<file path="src/rtl/fpba_pkg.sv">
// Shared codes, widths and controller/datapath handshake types for the block allocator.
`default_nettype none

package fpba_pkg;

  localparam int unsigned SIZE_W = 11;  // width of amount and chosen_size
  localparam int unsigned IDX_W  = 4;   // width of entry_index and chosen_index
  localparam int unsigned STAT_W = 2;
  localparam int unsigned POL_W  = 2;

  typedef enum logic {
    CMD_LOAD  = 1'b0,
    CMD_ALLOC = 1'b1
  } cmd_t;

  typedef enum logic [POL_W-1:0] {
    POL_FIRST = 2'd0,
    POL_BEST  = 2'd1,
    POL_WORST = 2'd2
  } policy_t;

  typedef enum logic [STAT_W-1:0] {
    ST_LOADED    = 2'd0,
    ST_ALLOCATED = 2'd1,
    ST_NOFIT     = 2'd2
  } status_t;

  // controller -> datapath
  typedef struct packed {
    logic item_take;  // input transfer this cycle: capture item, restart scan
    logic scan_en;    // issue one table read and advance the scan pointer
    logic commit;     // update table state and load the output register
  } ctl_cmd_t;

  // datapath -> controller
  typedef struct packed {
    logic scan_last;  // scan pointer sits on the last entry
    logic out_free;   // output register can take a result this cycle
  } dp_sts_t;

endpackage

`default_nettype wire

</file>
<file path="src/rtl/fpba_ifs.sv">
// Valid/ready channel interfaces for the allocator's request and result streams.
`default_nettype none

interface fpba_req_if;
  logic                          valid;
  logic                          ready;
  logic                          cmd;
  logic [fpba_pkg::POL_W-1:0]    policy;
  logic [fpba_pkg::IDX_W-1:0]    entry_index;
  logic [fpba_pkg::SIZE_W-1:0]   amount;

  modport source (output valid, output cmd, output policy, output entry_index,
                  output amount, input ready);
  modport sink   (input valid, input cmd, input policy, input entry_index,
                  input amount, output ready);
endinterface

interface fpba_rsp_if;
  logic                          valid;
  logic                          ready;
  logic [fpba_pkg::STAT_W-1:0]   status;
  logic [fpba_pkg::IDX_W-1:0]    chosen_index;
  logic [fpba_pkg::SIZE_W-1:0]   chosen_size;

  modport source (output valid, output status, output chosen_index,
                  output chosen_size, input ready);
  modport sink   (input valid, input status, input chosen_index,
                  input chosen_size, output ready);
endinterface

`default_nettype wire

</file>
<file path="src/rtl/fpba_ctrl.sv">
// Sequencing FSM: accept, table scan, drain of the read pipeline, writeback; loads go straight to writeback.
`default_nettype none

module fpba_ctrl (
  input  wire logic               clk,
  input  wire logic               rst_n,
  input  wire logic               in_valid,
  input  wire logic               in_cmd,
  output logic                    in_ready,
  input  wire fpba_pkg::dp_sts_t  sts,
  output fpba_pkg::ctl_cmd_t      ctl
);

  typedef enum logic [1:0] {
    S_IDLE,
    S_SCAN,
    S_DRAIN,
    S_WB
  } state_t;

  state_t state_r;
  state_t state_nxt;

  always_comb begin
    state_nxt = state_r;
    unique case (state_r)
      S_IDLE: begin
        if (in_valid) begin
          state_nxt = (in_cmd == fpba_pkg::CMD_ALLOC) ? S_SCAN : S_WB;
        end
      end
      S_SCAN: begin
        if (sts.scan_last) begin
          state_nxt = S_DRAIN;
        end
      end
      S_DRAIN: state_nxt = S_WB;
      S_WB: begin
        if (sts.out_free) begin
          state_nxt = S_IDLE;
        end
      end
      default: state_nxt = S_IDLE;
    endcase
  end

  always_ff @(posedge clk) begin
    if (!rst_n) begin
      state_r <= S_IDLE;
    end else begin
      state_r <= state_nxt;
    end
  end

  assign in_ready      = (state_r == S_IDLE);
  assign ctl.item_take = in_ready && in_valid;
  assign ctl.scan_en   = (state_r == S_SCAN);
  assign ctl.commit    = (state_r == S_WB) && sts.out_free;

endmodule

`default_nettype wire

</file>
<file path="src/rtl/fpba_dp.sv">
// Datapath: size memory, loaded/taken flags, scan compare and result register.
`default_nettype none

module fpba_dp #(
  parameter int unsigned NUM_BLOCKS = 16,
  parameter int unsigned MAX_UNITS  = 1024
) (
  input  wire logic                        clk,
  input  wire logic                        rst_n,
  input  wire fpba_pkg::ctl_cmd_t          ctl,
  output fpba_pkg::dp_sts_t                sts,
  input  wire logic                        in_cmd,
  input  wire logic [fpba_pkg::POL_W-1:0]  in_policy,
  input  wire logic [fpba_pkg::IDX_W-1:0]  in_entry_index,
  input  wire logic [fpba_pkg::SIZE_W-1:0] in_amount,
  output logic                             out_valid,
  input  wire logic                        out_ready,
  output logic [fpba_pkg::STAT_W-1:0]      out_status,
  output logic [fpba_pkg::IDX_W-1:0]       out_chosen_index,
  output logic [fpba_pkg::SIZE_W-1:0]      out_chosen_size
);

  localparam int unsigned AW     = $clog2(NUM_BLOCKS);
  localparam int unsigned SW     = fpba_pkg::SIZE_W;
  localparam logic [AW-1:0] LAST = AW'(NUM_BLOCKS - 1);

  // captured item
  logic                        cmd_r;
  logic [fpba_pkg::POL_W-1:0]  policy_r;
  logic [fpba_pkg::IDX_W-1:0]  idx_r;
  logic [SW-1:0]               amt_r;

  logic [SW-1:0] mem [NUM_BLOCKS];
  logic [NUM_BLOCKS-1:0] loaded_r;
  logic [NUM_BLOCKS-1:0] taken_r;

  // scan pipeline: address, then registered read data
  logic [AW-1:0] scan_addr_r;
  logic [AW-1:0] eval_idx_r;
  logic          eval_vld_r;
  logic [SW-1:0] rd_data_r;

  logic          found_r;
  logic [AW-1:0] pick_r;
  logic [SW-1:0] pick_size_r;

  logic                    out_valid_r;
  logic [fpba_pkg::STAT_W-1:0] status_r;
  logic [fpba_pkg::IDX_W-1:0]  chosen_idx_r;
  logic [SW-1:0]           chosen_size_r;

  logic          elig;
  logic          better;
  logic          in_range;
  logic [AW-1:0] wr_addr;
  logic [SW-1:0] amt_sat;

  assign in_range = 32'(idx_r) < NUM_BLOCKS;
  assign wr_addr  = AW'(idx_r);
  assign amt_sat  = (32'(amt_r) > MAX_UNITS) ? SW'(MAX_UNITS) : amt_r;

  assign elig = eval_vld_r && loaded_r[eval_idx_r] && !taken_r[eval_idx_r] &&
                (rd_data_r >= amt_r);

  always_comb begin
    better = 1'b0;
    if (elig) begin
      priority if (!found_r) begin
        better = 1'b1;
      end else if (policy_r == fpba_pkg::POL_BEST) begin
        better = rd_data_r < pick_size_r;
      end else if (policy_r == fpba_pkg::POL_WORST) begin
        better = rd_data_r > pick_size_r;
      end else begin
        better = 1'b0;  // first fit keeps the earliest hit
      end
    end
  end

  // item capture and scan state
  always_ff @(posedge clk) begin
    if (ctl.item_take) begin
      cmd_r    <= in_cmd;
      policy_r <= in_policy;
      idx_r    <= in_entry_index;
      amt_r    <= in_amount;
    end
    if (ctl.scan_en) begin
      scan_addr_r <= scan_addr_r + AW'(1);
    end else if (ctl.item_take) begin
      scan_addr_r <= '0;
    end
    eval_idx_r <= scan_addr_r;
    if (better) begin
      pick_r      <= eval_idx_r;
      pick_size_r <= rd_data_r;
    end
  end

  always_ff @(posedge clk) begin
    if (!rst_n) begin
      eval_vld_r <= 1'b0;
      found_r    <= 1'b0;
    end else begin
      eval_vld_r <= ctl.scan_en;
      if (ctl.item_take) begin
        found_r <= 1'b0;
      end else if (better) begin
        found_r <= 1'b1;
      end
    end
  end

  // size memory: one write port, one registered read port
  always_ff @(posedge clk) begin
    if (ctl.commit && (cmd_r == fpba_pkg::CMD_LOAD) && in_range) begin
      mem[wr_addr] <= amt_sat;
    end
    rd_data_r <= mem[scan_addr_r];
  end

  always_ff @(posedge clk) begin
    if (!rst_n) begin
      loaded_r <= '0;
      taken_r  <= '0;
    end else if (ctl.commit) begin
      if (cmd_r == fpba_pkg::CMD_LOAD) begin
        if (in_range) begin
          loaded_r[wr_addr] <= 1'b1;
          taken_r[wr_addr]  <= 1'b0;
        end
      end else if (found_r) begin
        taken_r[pick_r] <= 1'b1;
      end
    end
  end

  // result register
  always_ff @(posedge clk) begin
    if (!rst_n) begin
      out_valid_r <= 1'b0;
    end else if (ctl.commit) begin
      out_valid_r <= 1'b1;
    end else if (out_ready) begin
      out_valid_r <= 1'b0;
    end
  end

  always_ff @(posedge clk) begin
    if (ctl.commit) begin
      if (cmd_r == fpba_pkg::CMD_LOAD) begin
        status_r      <= fpba_pkg::ST_LOADED;
        chosen_idx_r  <= idx_r;
        chosen_size_r <= amt_sat;
      end else if (found_r) begin
        status_r      <= fpba_pkg::ST_ALLOCATED;
        chosen_idx_r  <= fpba_pkg::IDX_W'(pick_r);
        chosen_size_r <= pick_size_r;
      end else begin
        status_r      <= fpba_pkg::ST_NOFIT;
        chosen_idx_r  <= '0;
        chosen_size_r <= '0;
      end
    end
  end

  assign sts.scan_last = (scan_addr_r == LAST);
  assign sts.out_free  = !out_valid_r || out_ready;

  assign out_valid        = out_valid_r;
  assign out_status       = status_r;
  assign out_chosen_index = chosen_idx_r;
  assign out_chosen_size  = chosen_size_r;

endmodule

`default_nettype wire

</file>
<file path="src/rtl/fit_policy_block_allocator.sv">
// Top level of the first/best/worst fit block allocator.
//
// Keeps a table of NUM_BLOCKS blocks, each with a size (clamped to MAX_UNITS), a loaded flag
// and a taken flag. A load transfer writes one entry and frees it; it goes straight from
// acceptance to writeback. An allocate transfer walks the whole table through the single read
// port of the size memory, one entry per cycle, passing through acceptance, the scan of
// every entry, a drain of the registered read and the writeback.
// The picked entry is the lowest-index fit for first fit (policy three
// behaves the same), the smallest for best fit and the largest for worst fit, ties to the
// lowest index; entries never loaded are skipped. One item is worked on at a time; a
// finished result sits in the output register, so the next item is taken while it waits, and
// only the writeback stalls when the register is still full. No clearing pass follows reset:
// the flags clear at once and the size memory needs none.
`default_nettype none

module fit_policy_block_allocator #(
  parameter int unsigned NUM_BLOCKS = 16,
  parameter int unsigned MAX_UNITS  = 1024
) (
  input  wire logic   clk,
  input  wire logic   rst_n,
  fpba_req_if.sink    in_ch,
  fpba_rsp_if.source  out_ch
);

  fpba_pkg::ctl_cmd_t ctl;
  fpba_pkg::dp_sts_t  sts;

  fpba_ctrl u_ctrl (
    .clk      (clk),
    .rst_n    (rst_n),
    .in_valid (in_ch.valid),
    .in_cmd   (in_ch.cmd),
    .in_ready (in_ch.ready),
    .sts      (sts),
    .ctl      (ctl)
  );

  fpba_dp #(
    .NUM_BLOCKS (NUM_BLOCKS),
    .MAX_UNITS  (MAX_UNITS)
  ) u_dp (
    .clk              (clk),
    .rst_n            (rst_n),
    .ctl              (ctl),
    .sts              (sts),
    .in_cmd           (in_ch.cmd),
    .in_policy        (in_ch.policy),
    .in_entry_index   (in_ch.entry_index),
    .in_amount        (in_ch.amount),
    .out_valid        (out_ch.valid),
    .out_ready        (out_ch.ready),
    .out_status       (out_ch.status),
    .out_chosen_index (out_ch.chosen_index),
    .out_chosen_size  (out_ch.chosen_size)
  );

  // Writeback only lands in a free output register.
  a_commit_free: assert property (@(posedge clk) disable iff (!rst_n)
    ctl.commit |-> sts.out_free)
    else $error("result written over a pending transfer");

  // Every writeback shows up as a valid result on the next cycle.
  a_commit_shows: assert property (@(posedge clk) disable iff (!rst_n)
    ctl.commit |=> out_ch.valid)
    else $error("writeback lost");

  // The scan stops after the last entry.
  a_scan_ends: assert property (@(posedge clk) disable iff (!rst_n)
    ctl.scan_en && sts.scan_last |=> !ctl.scan_en)
    else $error("scan ran past the table");

  // No new item enters while a scan is running.
  a_no_take_in_scan: assert property (@(posedge clk) disable iff (!rst_n)
    ctl.scan_en |-> !ctl.item_take)
    else $error("item accepted during scan");

endmodule

`default_nettype wire

</file>
<file path="src/flat_wrapper.sv">
// flat-port wrapper written by rule: the top's interface ports become plain ports
module fit_policy_block_allocator_flat 
#(
  parameter int unsigned NUM_BLOCKS = 16,
  parameter int unsigned MAX_UNITS  = 1024
)
  (clk, rst_n, in_ch_valid, in_ch_cmd, in_ch_policy, in_ch_entry_index, in_ch_amount, in_ch_ready, out_ch_valid, out_ch_status, out_ch_chosen_index, out_ch_chosen_size, out_ch_ready);
  fpba_req_if in_ch_i ();
  fpba_rsp_if out_ch_i ();
  input  wire logic clk;
  input  wire logic rst_n;
  input wire logic [$bits(in_ch_i.valid)-1:0] in_ch_valid;
  input wire logic [$bits(in_ch_i.cmd)-1:0] in_ch_cmd;
  input wire logic [$bits(in_ch_i.policy)-1:0] in_ch_policy;
  input wire logic [$bits(in_ch_i.entry_index)-1:0] in_ch_entry_index;
  input wire logic [$bits(in_ch_i.amount)-1:0] in_ch_amount;
  output wire logic [$bits(in_ch_i.ready)-1:0] in_ch_ready;
  output wire logic [$bits(out_ch_i.valid)-1:0] out_ch_valid;
  output wire logic [$bits(out_ch_i.status)-1:0] out_ch_status;
  output wire logic [$bits(out_ch_i.chosen_index)-1:0] out_ch_chosen_index;
  output wire logic [$bits(out_ch_i.chosen_size)-1:0] out_ch_chosen_size;
  input wire logic [$bits(out_ch_i.ready)-1:0] out_ch_ready;
  assign in_ch_i.valid = in_ch_valid;
  assign in_ch_i.cmd = in_ch_cmd;
  assign in_ch_i.policy = in_ch_policy;
  assign in_ch_i.entry_index = in_ch_entry_index;
  assign in_ch_i.amount = in_ch_amount;
  assign in_ch_ready = in_ch_i.ready;
  assign out_ch_valid = out_ch_i.valid;
  assign out_ch_status = out_ch_i.status;
  assign out_ch_chosen_index = out_ch_i.chosen_index;
  assign out_ch_chosen_size = out_ch_i.chosen_size;
  assign out_ch_i.ready = out_ch_ready;
  fit_policy_block_allocator #(.NUM_BLOCKS(NUM_BLOCKS), .MAX_UNITS(MAX_UNITS)) u_core (.clk(clk), .rst_n(rst_n), .in_ch(in_ch_i), .out_ch(out_ch_i));
endmodule
</file>
<file path="config.mk">
export PLATFORM = sky130hd
export DESIGN_NAME = fit_policy_block_allocator_flat
export DESIGN_NICKNAME = d
export VERILOG_FILES = /design/src/rtl/fpba_pkg.sv /design/src/rtl/fpba_ifs.sv /design/src/rtl/fpba_ctrl.sv /design/src/rtl/fpba_dp.sv /design/src/rtl/fit_policy_block_allocator.sv /design/src/flat_wrapper.sv
export SDC_FILE = /design/constraint.sdc
export NUM_CORES = 1
export LEC_CHECK = 0
export ABC_CLOCK_PERIOD_IN_PS = 9500
export BUFFER_PORTS_ARGS = -buffer_cell sky130_fd_sc_hd__buf_4
export CAP_MARGIN = 25
export CORE_ASPECT_RATIO = 1.1
export CORE_MARGIN = 2
export CORE_UTILIZATION = 35
export DETAILED_ROUTE_END_ITERATION = 7
export PLACE_DENSITY = 0.5
export SKIP_LAST_GASP = 1
export SLEW_MARGIN = 40
export SYNTH_ARGS = -nofsm -noshare
export SYNTH_HDL_FRONTEND = slang
export SYNTH_SLANG_ARGS = --single-unit
</file>
<file path="constraint.sdc">
create_clock -name clk -period 9.5 [get_ports clk]
set_clock_uncertainty 0.05 [all_clocks]
set_input_delay 0 -clock clk [delete_from_list [all_inputs] [get_ports clk]]
set_output_delay 0 -clock clk [all_outputs]
set_load 0.02 [all_outputs]
</file>
==> results of run 1 <==
[where the power goes]
part           switching [mW]  internal, mW  total, mW
Combinational           0.411         0.367      0.778
Sequential              0.110          1.49       1.60
Clock                   0.460         0.612       1.07
Total                   0.981          2.47       3.45
[routing by layer]
metal / vias to the layer above / track usage / share of wire
met4: 0 / 0.03685 / 0.018
met3: 32 / 0.02009 / 0.044
li1: 2764 / - / -
met1: 3118 / 0.2078 / 0.44
met2: 167 / 0.2761 / 0.50
met5: - / 0 / 0
[placed cells by master, fill, tap and decap left out, types with 20 or more instances in the layout]
cell type,n
buf_4,53
clkbuf_16,29
dlygate4sd3_1,21
nor2_1,49
mux4_2,22
dfxtp_1,52
nand2_1,27
mux4_1,33
edfxtp_1,230
inv_1,39
o21ai_0,22
ha_1,27
a21oi_1,20
[area by class of cell]
type,count,share of cell area
Clock buffer,33,0.05585
Clock inverter,19,0.01142
Inverter,41,0.01160
Multi-Input combinational cell,314,0.2298
Sequential cell,282,0.5993
Tap cell,420,0.03963
Timing Repair Buffer,81,0.05236
[cells by family (layout without fill, tap and decap cells)]
logic type | Yosys count | count (layout) | share of synthesized area
mux | 56 | 56 | 0.1230
flops | 282 | 282 | 0.7121
compound gates | 74 | 74 | 0.04294
simple gates | 155 | 155 | 0.06558
buf+inv | 62 | 174 | 0.02455
xor+xnor | 2 | 2 | 0.001570
fa+ha+maj | 27 | 27 | 0.03027
[critical path, delay by kind of cell (launching register included)]
family                     cells  cell delay [ns]
AOI/OAI and AO/OA              2             0.89
adders and majority gates      1             0.39
buffers and inverters          1             0.15
DFF                            1             0.69
and+or+nand+nor                2             0.32
[path summary, 6_finish.rpt]
check	slack, ns	to	cells after the start	from
setup / recovery	6.63	u_core.u_dp.pick_size_r[6]	6	u_core.u_dp.amt_r[10]
hold / removal	0.14	u_core.u_dp.idx_r[3]	2	in_ch_entry_index[3]
setup reg to reg	6.63	u_core.u_dp.pick_size_r[6]	6	u_core.u_dp.amt_r[10]
hold reg to reg	0.42	u_core.u_dp.loaded_r[4]	2	u_core.u_dp.loaded_r[4]
[state kept, by name, summed over array words and instances (netlist names), 4 cells and up]
| register | count |
|---|---|
| u_core.u_dp.idx_r | 4 |
| u_core.u_dp.amt_r | 11 |
| u_core.u_dp.out_chosen_index | 4 |
| u_core.u_dp.eval_idx_r | 4 |
| u_core.u_dp.out_chosen_size | 11 |
| u_core.u_dp.rd_data_r | 11 |
| u_core.u_dp.loaded_r | 16 |
| u_core.u_dp.scan_addr_r | 4 |
| u_core.u_dp.taken_r | 16 |
| u_core.u_dp.pick_r | 4 |
| u_core.u_dp.mem | 176 |
| u_core.u_dp.pick_size_r | 11 |
[metrics by stage]
stage,instance area (um^2),utilization
floorplan,11160,-
global placement,12010,0.3826
detailed placement,12130,0.3863
CTS,13230,0.4214
global route,13260,0.4224
finish,13260,0.4224
==> impl_metrics.ini, run 1 <==
[die]
num_rows = 68
die_x_um = 174.3
core_area_um2 = 31400
ioPinCount = 41
die-area_um2 = 33330
start_util = 0.3555
die_y_um = 191.3

[timing]
fin_crit_sh = 0.3019
finalSetupTns_ns = 0
tightestPinTransition_ns = 0.7503
finalCriticalPeriod_ns = 2.868
timing.hold.ws_ns = 0.1355
worst_slack_ns = 6.632
rsz0062_at_grt = false
fmax_mhz = 348.7
slew_headroom = 0.4982
report.final.slew_viol_count = 0
finalHoldViolCount = 0
setup_violations = 0

[yosys]
syn_nets = 707
synth_top_area_frac = 0.6188
synthDistinctLibCells = 46
synthTopCellsByCount = 230 x edfxtp_1, 63 x nor2_1, 52 x dfxtp_1
synth_edf_count = 230
syn_avg_cell_area_um2 = 16.96
synth_area_leader_cell = edfxtp_1
synth_most_common_cell = edfxtp_1
ys_ff_latch = 282
async_flop_share = 0
syn-instance-count = 658
synth_area_um2 = 11160
yosysSeqAreaShare = 0.7121
synth-warning-count = 0
synth_area_leaders = edfxtp_1 62%, dfxtp_1 9.3%, mux4_1 7.8%
synth_top_flop_cell = edfxtp_1

[drt]
dr.pass1.iters = 5
drcViolationCount = 0
drtIter0Drc = 403
wl_per_cell_um = 21.71
via_per_inst = 5.110
vias = 6081
ant_nets = 0
wirelength_um = 25840

[power_and_ir_drop]
p_total_mw = 3.454
vdd_drop_max_mv = 0.1332
p_leak_nw = 4.600
pwr_density_cell_nw_per_um2 = 260.4

[global_routing]
grt_pass1_vias = 6271
grt_start_max_net_pins = 48
grtUsageTotal = 0.1570
grt_first_pass_wirelength_um = 38990
gr-total-overflow = 0
antenna_found_initial = 0

[outcome]
status = completed

[layout]
drive_above_1_share = 0.1883
multi_input_area_um2 = 3048
layout-area-overhead-vs-synth_pct = 18.82
nFillCells = 2762
fin_nets = 798
n_antenna_cell = 0
seq_area_um2 = 7948
instances_no_fill = 1190

[run]
drv_cap = 0

[critical_path]
cp_cell_sequence = inv_1, ha_1, nand4_1, nor4_1, o311ai_1, a211oi_4
slowest_delay_ns = 0.69
crit_required_ns = 9.61
worstPathArrival_ns = 2.98
slowest_stage = edfxtp_1
critPathKind = reg2reg
startpoint_type = flip-flop
cp-end-kind = flip-flop
crit_fanout = 15

[placement]
port_buffers = 40
gp_congestion = 0.8274
hpwl_um = 16690
placed_cells = 1116
pre_cts_ws_ns = 6.255

[clock_network]
clockBufferDepth = 3
cts_buffers = 29
tritoncts = done
hold_buffers = 21
post_cts_resized = 0
post_cts_buffers = 0
clock_latency_ns = 0.54
path_clk_slew_ns = 0.06
root_buffer = clkbuf_16
cts.sinks = 282
cts_max_level = 1

[hold_path]
hp-class = in2reg
No activity file was read; power rests on OpenSTA's default activity.
==> run 2, diff against run 1 <==
- ABC_CLOCK_PERIOD_IN_PS: 9500 -> 2500
- PLACE_DENSITY: 0.5 -> 0.52
- clock period: 9.5 -> 2.5 ns (I/O delays scaled with it)
==> run 2 against run 1 <==
Effect of this change: register-to-register slack worse by 6.5 ns; maximum frequency increased by 19%; final cell count increased by 1.5%; sequential share of layout area is 0.94 points lower; clock power rose to 4.0 times the previous value; worst hold slack worse by 0.0030 ns; combinational power grew to 4.1 times the previous value; critical path depth is 2 higher; core utilization rose by 0.67 points; largest cell class unchanged; highest routed layer unchanged.
==> impl_metrics.ini, run 2 (synthesis results as in run 1) <==
[outcome]
status = completed

[layout]
stdcell_area_um2 = 13470
drive_above_1_share = 0.1980
reg_top3 = u_core.u_dp.mem (176), u_core.u_dp.loaded_r (16), u_core.u_dp.taken_r (16)
final_cell_mix = 230 x edfxtp_1, 68 x buf_4, 57 x nor2_1
layout-area-overhead-vs-synth_pct = 20.71
largest_reg_flops = 176
fin_nets = 815
instances_no_fill = 1208
final_common_cell = edfxtp_1
n_antenna_cell = 0
top_register = u_core.u_dp.mem

[placement]
pre_cts_ws_ns = 0.005578
gp_congestion = 0.8218
port_buffers = 40
placed_cell_area_um2 = 12280
hpwl_um = 15880
placed_cells = 1134

[drt]
wl_met1_um = 11180
drtIter0Drc = 458
dr.pass1.iters = 5
via_per_inst = 5.044
dr_wl_met2_um = 12970
dr.max_layer_used = met4
met3_length_um = 1028
wl_per_cell_um = 21.26
drcViolationCount = 0
wirelength_um = 25690
ant_nets = 0
vias = 6093

[die]
die_y_um = 191.3
start_util = 0.3555
num_rows = 68
die_x_um = 174.3
core_area_um2 = 31400
ioPinCount = 41
die-area_um2 = 33330

[power_and_ir_drop]
p_leak_nw = 4.736
pwr_density_cell_nw_per_um2 = 1001
vdd_drop_max_mv = 0.6095
p_total_mw = 13.49

[timing]
setup_violations = 0
report.final.slew_viol_count = 0
finalCriticalPeriod_ns = 2.408
finalSetupTns_ns = 0
fmax_mhz = 415.2
worst_slack_ns = 0.09176
tightestPinTransition_ns = 0.6560
slew_headroom = 0.5587
finalHoldViolCount = 0
rsz0062_at_grt = true
fin_crit_sh = 0.9633

[global_routing]
gr-total-overflow = 0
grt_start_max_net_pins = 49
grt_first_pass_wirelength_um = 38800
antenna_found_initial = 0
grt_pass1_vias = 6268
grtUsageTotal = 0.1553

[critical_path]
worstPathArrival_ns = 2.62
startpoint_type = flip-flop
crit_fanout = 11
critPathKind = reg2reg
crit_required_ns = 2.71
slowest_delay_ns = 0.37
cp-end-kind = flip-flop
crit_family = compound AO/OA/AOI/OAI gates
cp_cell_sequence = inv_1, ha_1, nand3_1, nor3_1, a211o_1, o41a_1, a211oi_4, buf_12
crit_buf_inv = 2
slowest_stage = edfxtp_1

[clock_network]
cts.sinks = 282
root_buffer = clkbuf_16
tritoncts = done
path_clk_slew_ns = 0.06
clockBufferDepth = 3
clock_latency_ns = 0.55
cts_buffers = 29
post_cts_buffers = 0
cts_max_level = 1

[hold_path]
hp-class = in2reg

[run]
drv_cap = 0
## run 2: cell types whose count changed in the layout (fill, tap and decap cells not counted), moves of 4 or more
cell	before	now
nor2_4	4	0
nor2_1	49	57
nor2_2	10	6
buf_12	0	8
buf_4	53	68
clkinv_1	7	3
buf_6	5	1
## run 2: report_power, final
part	internal (mW)	switching [mW]	total, mW
Sequential	5.67	0.316	5.99
Combinational	1.49	1.71	3.20
Clock	2.53	1.78	4.31
Total	9.68	3.80	13.5
## run 2: routing by layer
metal  vias up  global-route usage
met1      3121              0.2057
met5         -                   0
met4         0             0.04040
li1       2803                   -
met3        36             0.02088
met2       133              0.2701
## run 2: worst paths after layout
kind,from,end,slack [ns],cells past startpoint
max,u_core.u_dp.pick_size_r[9],u_core.u_dp.pick_size_r[4],0.09,8
min,in_ch_policy[0],u_core.u_dp.policy_r[0],0.13,2
max reg2reg,u_core.u_dp.pick_size_r[9],u_core.u_dp.pick_size_r[4],0.09,8
min reg2reg,u_core.u_dp.rd_data_r[0],u_core.u_dp.pick_size_r[0],0.38,0
## run 2: area by class of cell
type	instances	area, um^2
timing repair buffer	98	892.1
tap	420	525.5
clock inverter	13	125.1
multi-input combinational	314	2998
clock buffer	40	829.5
fill	2742	17920
sequential	282	7948
inverter	41	153.9
## run 2: metrics by stage
stage	hold WS, ns	utilization
2_1_floorplan	0.04887	-
3_3_place_gp	0.1290	0.3910
3_5_place_dp	0.1297	0.3910
4_1_cts	0.1101	0.4282
5_1_grt	0.1229	0.4291
6_report	0.1325	0.4291
## run 2: repair_timing
item,CTS,global route
endpoints found under the setup margin,8,15
pin swaps,0,2
hold buffers,21,0
resized for setup,1,5
hold endpoints to repair,30,0
==> run 3, diff against run 2 <==
- SETUP_SLACK_MARGIN: not set -> 0.1
==> run 3 against run 2 <==
Effect of this change: first-iteration DRC count shrank 15%; die area is the same; clock-buffer cell count shrank 7; register-to-register slack lost 0.02 ns; sequential power is essentially flat; non-clock buffer count grew 27; clock power is essentially flat; critical endpoint is now u_core.u_dp.pick_size_r[0]; highest routed layer unchanged.
==> impl_metrics.ini, run 3 (synthesis results as in run 1) <==
[outcome]
status = completed

[layout]
nFillCells = 2730
final_common_cell = edfxtp_1
largest_reg_flops = 176
drive_above_1_share = 0.2224
reg_top3 = u_core.u_dp.mem (176), u_core.u_dp.loaded_r (16), u_core.u_dp.taken_r (16)
final_cell_mix = 230 x edfxtp_1, 97 x buf_4, 56 x nor2_1
top_register = u_core.u_dp.mem
layout-area-overhead-vs-synth_pct = 22.20
n_antenna_cell = 0
fin_nets = 841

[global_routing]
gr-total-overflow = 0
grt_pass1_vias = 6428
grt_first_pass_wirelength_um = 39370
grt_start_max_net_pins = 48
grtUsageTotal = 0.1579
antenna_found_initial = 0

[clock_network]
clock_latency_ns = 0.54
cts.sinks = 282
root_buffer = clkbuf_16
clockBufferDepth = 3
path_clk_slew_ns = 0.07
cts_max_level = 1
cts_buffers = 28
tritoncts = done

[timing]
slew_headroom = 0.5545
setup_violations = 0
finalSetupTns_ns = 0
rsz0062_at_grt = true
finalCriticalPeriod_ns = 2.424
fmax_mhz = 412.5
tightestPinTransition_ns = 0.6675
report.final.slew_viol_count = 0
finalHoldViolCount = 0
fin_crit_sh = 0.9696

[critical_path]
startpoint = u_core.u_dp.pick_size_r[2]
crit_required_ns = 2.70
cp_cell_sequence = inv_1, ha_1, a21oi_1, o21ai_0, a211o_1, o41a_1, a211oi_4, buf_12
crit_fanout = 15
worstPathArrival_ns = 2.63
critPathKind = reg2reg
r2r-start = u_core.u_dp.pick_size_r[2]
slowest_delay_ns = 0.37
crit_buf_inv = 2
crit_family = compound AO/OA/AOI/OAI gates
slowest_stage = edfxtp_1
cp-end-kind = flip-flop
startpoint_type = flip-flop

[power_and_ir_drop]
p_total_mw = 13.66
p_sw_mw = 3.819
pwr_density_cell_nw_per_um2 = 1002
power_frac_comb = 0.250
vdd_drop_max_mv = 0.5743
p_leak_nw = 4.847
switching_share = 0.2795
p_seq_frac = 0.437
intPower_mw = 9.846
pwr-share-clk = 0.313

[drt]
via_per_inst = 5.081
wl_met1_um = 11220
ant_nets = 0
met3_length_um = 1037
drcViolationCount = 0
wirelength_um = 25860
dr.max_layer_used = met4
wl_per_cell_um = 20.95
drtIter0Drc = 391
dr.pass1.iters = 5
dr_wl_met2_um = 12910
vias = 6270

[hold_path]
hp-class = in2reg
worstHoldStart = in_ch_entry_index[3]

[die]
die_y_um = 191.3
die_x_um = 174.3
ioPinCount = 41
num_rows = 68
die-area_um2 = 33330
start_util = 0.3555
core_area_um2 = 31400

[placement]
gp_congestion = 0.8342
hpwl_um = 16440
port_buffers = 40

[run]
drv_cap = 0
run 3: changes by cell type in the layout (fill, tap and decap cells not counted), moves of 2 or more:
cell	delta
clkbuf_16	-2
bufinv_16	+2
clkinv_1	+3
clkinvlp_4	+2
buf_4	+29
clkbuf_8	-2
clkbuf_1	-3
run 3: timing repair:
action	4_1_cts	5_1_grt
setup buffers	1	0
hold endpoints to repair	33	0
pin swaps	1	0
hold buffers	21	0
endpoints found under the setup margin	15	15
resized for setup	2	0
run 3: final timing paths:
path                                                    to  slack, ns  cells past startpoint
worst max register to register  u_core.u_dp.pick_size_r[0]       0.08                      8
worst min register to register     u_core.u_dp.loaded_r[4]       0.41                      2
worst min-delay path                  u_core.u_dp.idx_r[3]       0.13                      2
worst max-delay path            u_core.u_dp.pick_size_r[0]       0.08                      8
run 3: worst reg2reg max path, delay by kind of cell (launching register included):
family | cells | cell delay [ns]
AO/OA/AOI/OAI | 5 | 1.19
adder cells (fa/ha/maj) | 1 | 0.25
buffers and inverters | 2 | 0.27
flip-flops | 1 | 0.37
run 3: layout make-up:
class / count / area (um^2) / area share
Multi-Input combinational cell: 314 / 2993 / 0.2194
Tap cell: 420 / 525.5 / 0.03853
Sequential cell: 282 / 7948 / 0.5828
Clock inverter: 19 / 198.9 / 0.01459
Timing Repair Buffer: 125 / 1079 / 0.07908
Inverter: 41 / 153.9 / 0.01128
Clock buffer: 33 / 740.7 / 0.05431
run 3: power by group through the flow:
stage	clock, mW	combinational (mW)	sequential (mW)
after floorplan	0	2.17	6.01
final	4.28	3.41	5.98
after global routing	4.58	3.71	6.02
after CTS	4.38	3.44	5.98
after global placement	0	3.34	6.06
after detailed placement	0	3.39	6.07
run 3: layer usage:
layer	vias up	GRT usage
li1	2854	-
met1	3216	0.1999
met2	153	0.2805
met3	47	0.02426
met4	0	0.04622
met5	-	0
run 3: per-stage QoR:
step	hold WS (ns)	setup slack (ns)	util	cells	area (um^2)
2_1_floorplan	0.04887	0.06524	-	658	11180
5_1_grt	0.1172	-0.01415	0.4344	1234	13640
4_1_cts	0.1095	0.09870	0.4338	1234	13620
6_report	0.1299	0.07604	0.4344	1234	13640
3_3_place_gp	0.1300	-0.1779	0.3965	1160	12450
3_5_place_dp	0.1295	-0.2422	0.3965	1160	12450
